[config.mk]
export PLATFORM = sky130hd
export DESIGN_NAME = time_ordered_event_queue_core
export DESIGN_NICKNAME = d
export VERILOG_FILES = /design/src/hdl/toeq_pkg.sv /design/src/hdl/toeq_cell.sv /design/src/hdl/time_ordered_event_queue_core.sv
export SDC_FILE = /design/constraint.sdc
export NUM_CORES = 2
export LEC_CHECK = 0
export BUFFER_PORTS_ARGS = -buffer_cell sky130_fd_sc_hd__buf_2
export CELL_PAD_IN_SITES_DETAIL_PLACEMENT = 1
export CELL_PAD_IN_SITES_GLOBAL_PLACEMENT = 1
export CORE_MARGIN = 2
export CORE_UTILIZATION = 48
export DETAILED_ROUTE_END_ITERATION = 6
export GPL_TIMING_DRIVEN = 0
export PLACE_DENSITY_LB_ADDON = 0.1
export SLEW_MARGIN = 20
export SYNTH_ARGS = -nofsm -noshare
export SYNTH_HDL_FRONTEND = slang
export SYNTH_SLANG_ARGS = --single-unit
[constraint.sdc]
create_clock -name i_clk -period 14.8 [get_ports i_clk]
set_input_delay 0.74 -clock i_clk [delete_from_list [all_inputs] [get_ports i_clk]]
set_output_delay 0.74 -clock i_clk [all_outputs]
set_load 0.01 [all_outputs]
[src/hdl/toeq_pkg.sv]
// Shared types and constants for the time-ordered event queue.
package toeq_pkg;

    localparam int QUEUE_DEPTH = 16;
    localparam int CNT_W       = $clog2(QUEUE_DEPTH + 1);

    localparam int TIME_W   = 32;
    localparam int ACTION_W = 8;
    localparam int TAG_W    = 16;
    localparam int STATUS_W = 2;

    localparam logic REQ_INSERT = 1'b0;
    localparam logic REQ_POP    = 1'b1;

    localparam logic [STATUS_W-1:0] ST_OK    = 2'd0;
    localparam logic [STATUS_W-1:0] ST_EMPTY = 2'd1;
    localparam logic [STATUS_W-1:0] ST_FULL  = 2'd2;

    typedef struct packed {
        logic [TIME_W-1:0]   ev_time;
        logic [ACTION_W-1:0] action;
        logic [TAG_W-1:0]    tag;
    } t_entry;

    typedef struct packed {
        logic   ins;
        logic   pop;
        t_entry item;
    } t_cell_ctl;

endpackage

[src/hdl/toeq_cell.sv]
// One slot of the sorted queue: holds an entry, keeps, loads or shifts it.
module toeq_cell (
    input  logic               i_clk,
    input  toeq_pkg::t_cell_ctl i_ctl,
    input  logic               i_occ,
    input  logic               i_left_le,
    input  toeq_pkg::t_entry   i_left,
    input  toeq_pkg::t_entry   i_right,
    output toeq_pkg::t_entry   o_entry,
    output logic               o_le
);
    import toeq_pkg::*;

    t_entry r_entry;
    t_entry n_entry;

    assign o_le    = i_occ && (r_entry.ev_time <= i_ctl.item.ev_time);
    assign o_entry = r_entry;

    always_comb begin
        n_entry = r_entry;
        if (i_ctl.pop) begin
            n_entry = i_right;
        end else if (i_ctl.ins && !o_le) begin
            if (i_left_le) begin
                n_entry = i_ctl.item;
            end else begin
                n_entry = i_left;
            end
        end
    end

    always_ff @(posedge i_clk) begin
        r_entry <= n_entry;
    end

endmodule

[src/hdl/time_ordered_event_queue_core.sv]
// Top level of the time-ordered event queue: cell chain, fill count and result register.
//
//  channel   direction  signals                                          transfer when
//  request   in         start, i_req_type, i_event_time, i_action_code,  start && !busy
//                       i_event_tag
//  result    out        o_done, o_status, o_out_time, o_out_action,      o_done
//                       o_out_tag
//
// One request per cycle; every cell compares against the new time in parallel.
// The result appears in the cycle after the request transfer, high for one cycle.
// busy stays low: the chain of cells finishes each insert or pop before the next request.
// Reset clears the fill count and the result strobe; slot contents are left as they are.
// The receiver cannot stall; each result is taken in the cycle it is shown.
module time_ordered_event_queue_core (
    input  logic                          i_clk,
    input  logic                          i_rst_n,
    input  logic                          start,
    output logic                          busy,
    input  logic                          i_req_type,
    input  logic [toeq_pkg::TIME_W-1:0]   i_event_time,
    input  logic [toeq_pkg::ACTION_W-1:0] i_action_code,
    input  logic [toeq_pkg::TAG_W-1:0]    i_event_tag,
    output logic                          o_done,
    output logic [toeq_pkg::STATUS_W-1:0] o_status,
    output logic [toeq_pkg::TIME_W-1:0]   o_out_time,
    output logic [toeq_pkg::ACTION_W-1:0] o_out_action,
    output logic [toeq_pkg::TAG_W-1:0]    o_out_tag
);
    import toeq_pkg::*;

    logic [CNT_W-1:0]    r_count;
    logic [CNT_W-1:0]    n_count;
    logic                r_done;
    logic [STATUS_W-1:0] r_status;
    logic [STATUS_W-1:0] n_status;
    t_entry              r_out;
    t_entry              n_out;

    t_cell_ctl           ctl;
    logic                take;
    logic                full;
    logic                empty;
    t_entry              cell_q  [QUEUE_DEPTH];
    logic                cell_le [QUEUE_DEPTH];

    assign busy  = 1'b0;
    assign take  = start && !busy;
    assign full  = (r_count == CNT_W'(QUEUE_DEPTH));
    assign empty = (r_count == '0);

    assign ctl.ins          = take && (i_req_type == REQ_INSERT) && !full;
    assign ctl.pop          = take && (i_req_type == REQ_POP) && !empty;
    assign ctl.item.ev_time = i_event_time;
    assign ctl.item.action  = i_action_code;
    assign ctl.item.tag     = i_event_tag;

    for (genvar g = 0; g < QUEUE_DEPTH; g++) begin : g_cell
        logic   left_le;
        t_entry left_q;
        t_entry right_q;

        if (g == 0) begin : g_first
            assign left_le = 1'b1;
            assign left_q  = cell_q[0];
        end else begin : g_mid
            assign left_le = cell_le[g-1];
            assign left_q  = cell_q[g-1];
        end

        if (g == QUEUE_DEPTH - 1) begin : g_last
            assign right_q = cell_q[g];
        end else begin : g_inner
            assign right_q = cell_q[g+1];
        end

        toeq_cell u_cell (
            .i_clk     (i_clk),
            .i_ctl     (ctl),
            .i_occ     (CNT_W'(g) < r_count),
            .i_left_le (left_le),
            .i_left    (left_q),
            .i_right   (right_q),
            .o_entry   (cell_q[g]),
            .o_le      (cell_le[g])
        );
    end

    always_comb begin
        n_count  = r_count;
        n_status = ST_OK;
        n_out    = '0;
        if (take) begin
            if (i_req_type == REQ_INSERT) begin
                if (full) begin
                    n_status = ST_FULL;
                end else begin
                    n_count = r_count + 1'b1;
                end
            end else begin
                if (empty) begin
                    n_status = ST_EMPTY;
                end else begin
                    n_count = r_count - 1'b1;
                    n_out   = cell_q[0];
                end
            end
        end
    end

    always_ff @(posedge i_clk) begin
        if (!i_rst_n) begin
            r_count <= '0;
            r_done  <= 1'b0;
        end else begin
            r_count <= n_count;
            r_done  <= take;
        end
        r_status <= n_status;
        r_out    <= n_out;
    end

    assign o_done       = r_done;
    assign o_status     = r_status;
    assign o_out_time   = r_out.ev_time;
    assign o_out_action = r_out.action;
    assign o_out_tag    = r_out.tag;

    a_done_follows: assert property (@(posedge i_clk) disable iff (!i_rst_n)
        take |=> o_done)
        else $error("result strobe missing after request transfer");

    a_no_spurious: assert property (@(posedge i_clk) disable iff (!i_rst_n)
        !take |=> !o_done)
        else $error("result strobe without request transfer");

    a_count_bound: assert property (@(posedge i_clk) disable iff (!i_rst_n)
        r_count <= CNT_W'(QUEUE_DEPTH))
        else $error("fill count beyond queue depth");

    a_empty_pop: assert property (@(posedge i_clk) disable iff (!i_rst_n)
        (take && i_req_type == REQ_POP && empty) |=> (o_status == ST_EMPTY && $stable(r_count)))
        else $error("pop of empty queue mishandled");

    a_full_ins: assert property (@(posedge i_clk) disable iff (!i_rst_n)
        (take && i_req_type == REQ_INSERT && full) |=> (o_status == ST_FULL && $stable(r_count)))
        else $error("insert into full queue mishandled");

endmodule
==> impl_metrics.yaml <==
floorplanning:
  placeableCoreArea_mm2: 0.1390
  die_x_um: 377.5
  die_area_mm2: 0.1425
  boundaryPins: 120
  start_util_pct: 48.16
  rows: 137
  die_y_um: 377.5
sta:
  min_period_over_period_pct: 40.09
  fin_tns_setup_ns: 0
  final-hold-violation-count: 0
  slew_headroom_pct: 12.92
  max_freq_mhz: 168.5
  tightest_slew_ns: 1.306
  min_period_ns: 5.933
  slew_viol_final: 0
  clock_skew_ns: 0.02352
  rsz0062_at_grt: "false"
  setup_violations: 0
worst_setup_path:
  reg2reg_slack_ns: 8.87
  slowest_delay_ns: 0.94
  r2r_start: "r_count[1]"
  r2r_cells: 10
  crit_type: "reg -> reg"
  crit_fanout: 56
  worstPathCellList: "clkbuf_1, inv_1, ha_1, nor3b_2, a21o_1, clkbuf_1, buf_2, buf_1, clkbuf_2, nand2_4"
  cp-start-kind: "flop"
  worst_setup_path_end_kind: "flop"
  critPathArrivalTime_ns: 6.25
  crit_top_cell: "clkbuf_1"
  rr_endpoint: "g_cell[1].u_cell.o_entry[13]"
  required_ns: 15.11
  crit_path_top_delay_cell: "buf_1"
logic_synthesis:
  netlist-cell-type-count: 78
  synth-edff-count: 896
  synth_area_leader_cell: "edfxtp_1"
  netlist_area_mm2: 0.06695
  synthTopCellsByArea: "edfxtp_1 40%, ha_1 9.6%, o31ai_1 8.3%"
  yosysWarningCount: 0
  ys_ff_latch: 960
  async_flop_share_pct: 0
  synth_top_cell_area_share_pct: 40.19
  synth_cells: 7108
  synth_ff_type: "edfxtp_1"
  avgSynthCellArea_um2: 9.419
  synth_nets: 7683
  synth.yosys.seq_area_share_pct: 42.10
worst_hold_path:
  hold_path_class: "in -> reg"
  whs_path_depth: 2
  worstHoldStart: "i_rst_n"
  worstHoldEndpoint: "r_count[1]"
route:
  vias: 66100
  routed_wl_um: 306700
  wl_met2_um: 137700
  ant_nets: 0
  wl_met3_um: 25610
  drt-vias-per-instance: 7.081
  drc_errors: 0
  wl_met1_um: 119600
  wl_per_cell_um: 32.86
  top_layer_used: "met5"
  drt_iter0_drc: 7613
  firstDrtPassIters: 6
placed_design:
  dp_hpwl_um: 251000
  place_congestion: 0.9927
  io_buffers: 93
layout:
  fillers: 15800
  num-nets-final: 7928
  syn_to_final_growth_pct: 11.52
  fin_util_pct: 53.71
  drive_gt1_share_pct: 7.194
power:
  switching_share_pct: 41.44
  ir_drop_mv: 0.1026
  pwr-share-comb_pct: 38.8
  p_switching_mw: 5.113
  power_frac_clock_pct: 23.8
  intPower_mw: 7.225
  seqPwrFrac_pct: 37.4
  power.density_mw_per_mm2: 165.2
  p_leak_nw: 25.41
grt:
  track_usage_pct: 41.81
  grt_max_degree: 57
  grt_pass1_vias: 67090
  grt.overflow.total: 0
  grt_pass1_wl_um: 439100
  antenna_found_initial: 17
clock_network:
  clk_latency_ns: 0.77
  cts_sinks: 960
  htree_levels: 3
  cts.clk_slew.worst_paths_ns: 0.06
  cts_setup_buffers: 0
  clock-root-buffer: "clkbuf_16"
  postCtsHoldBufs: 0
  cts_made_buffers: 114
  cts_tree: "yes"
  cts_resized: 0
  clock_path_buffers: 3
flow_run:
  maxCapViolCount: 0
outcome:
  status: "finished, final reports clean"
sequential cells by signal (all words and copies together) (netlist names):
name                   count
o_out_action               8
r_count                    5
g_cell.u_cell.o_entry    896
o_status                   2
o_out_tag                 16
o_done                     1
o_out_time                32
cells in the final DEF (no fill, tap or decap), types with 213 or more instances in the layout:
cell      instances
a21oi_1         583
o31ai_1         736
buf_2           213
edfxtp_1        896
clkbuf_1        682
a41oi_1         392
a31oi_1         394
nand4_1         529
nor2_1          809
nand2_1         331
ha_1            515
worst max-delay path by stage:
stage | startpoint | end | slack (ns) | cells after the start
finish | r_count[1] | g_cell[1].u_cell.o_entry[13] | 8.87 | 10
global route | r_count[1] | g_cell[1].u_cell.o_entry[13] | 8.98 | 10
CTS | i_event_time[27] | g_cell[14].u_cell.o_entry[24] | 9.01 | 13
global placement | i_event_time[31] | g_cell[14].u_cell.o_entry[19] | 2.86 | 11
detailed placement | i_event_time[25] | g_cell[14].u_cell.o_entry[19] | 8.31 | 13
floorplan | i_event_time[1] | g_cell[13].u_cell.o_entry[0] | 7.56 | 10
power groups by stage:
stage                     registers, mW  clock network, mW  logic [mW]
after floorplan                    4.38                  0        3.05
after global placement             4.68                  0        4.29
after detailed placement           4.62                  0        4.61
after CTS                          4.57               2.93        4.65
after global routing               4.66               3.02        5.14
final                              4.62               2.93        4.79
through the flow:
step           area [um2]  cells  worst slack [ns]  power [mW]  hold slack, ns
6_report            74660   9335             8.867       12.34          0.3875
5_1_grt             74650   9329             8.979       12.83          0.3588
4_1_cts             74630   9326             9.009       12.16          0.3282
3_5_place_dp        70840   9112             8.314       9.238          0.4666
3_3_place_gp        69760   9077             2.859       8.976          0.4573
2_1_floorplan       66950   7108             7.564       7.437          0.4481
logic make-up (layout without fill, tap and decap cells):
group                    after synthesis  in the layout  share of synthesized area (%)
AO/OA/AOI/OAI                       2642           2642                          27.51
AND/OR/NAND/NOR                     1972           1972                          14.16
flip-flops                           960            960                          42.10
buffers and inverters                957           1300                          5.695
adder cells (fa/ha/maj)              515            515                          9.625
multiplexers                          58             58                         0.8690
XOR/XNOR                               3              3                        0.03925
other                                  1              9                       0.005601
Yosys cell counts, drive strengths merged, types with 6 or more instances:
master     n
a22o       8
or3        6
o31a       8
dfxtp     64
a21oi    584
a221o     10
o221ai    16
buf      181
a21o      47
nor2b     18
nor2     810
o211ai    17
or2       27
o21a      20
ha       515
and2      60
o21ai    148
a22oi     16
or4        9
a31oi    394
o31ai    736
and3b      7
a2111oi   66
nor3      37
a41oi    393
nand3     48
nor4      68
clkbuf   690
a21boi    10
inv       86
nand2b     7
nand4    529
a211oi    59
and4       8
o22ai      7
nand2    332
edfxtp   896
o311ai    57
mux2i     57
a221oi    15
layout make-up:
class                           instances  area [um2]  share of cell area [%]
Timing Repair Buffer                  129        1323                   1.771
Tap cell                             1876        2347                   3.144
Clock inverter                         61       600.6                  0.8044
Inverter                               86       322.8                  0.4324
Multi-Input combinational cell       5191       35160                   47.10
Sequential cell                       960       28190                   37.75
Clock buffer                          153        3192                   4.275
Antenna cell                            8       20.02                 0.02681
Buffer                                871        3508                   4.699
per-layer routing:
metal  track usage, %  vias to the layer above
li1                 -                    29110
met1            52.08                    32630
met2            66.71                     3544
met3            6.233                      814
met4            29.37                        2
met5                0                        -
critical path: cells and delay by family (launching register included):
kind / cells / cell delay [ns]
flops: 1 / 0.34
buf+inv: 6 / 3.24
fa+ha+maj: 1 / 0.23
simple gates: 2 / 1.21
compound gates: 1 / 0.34
(Power assumes the default switching activity.)
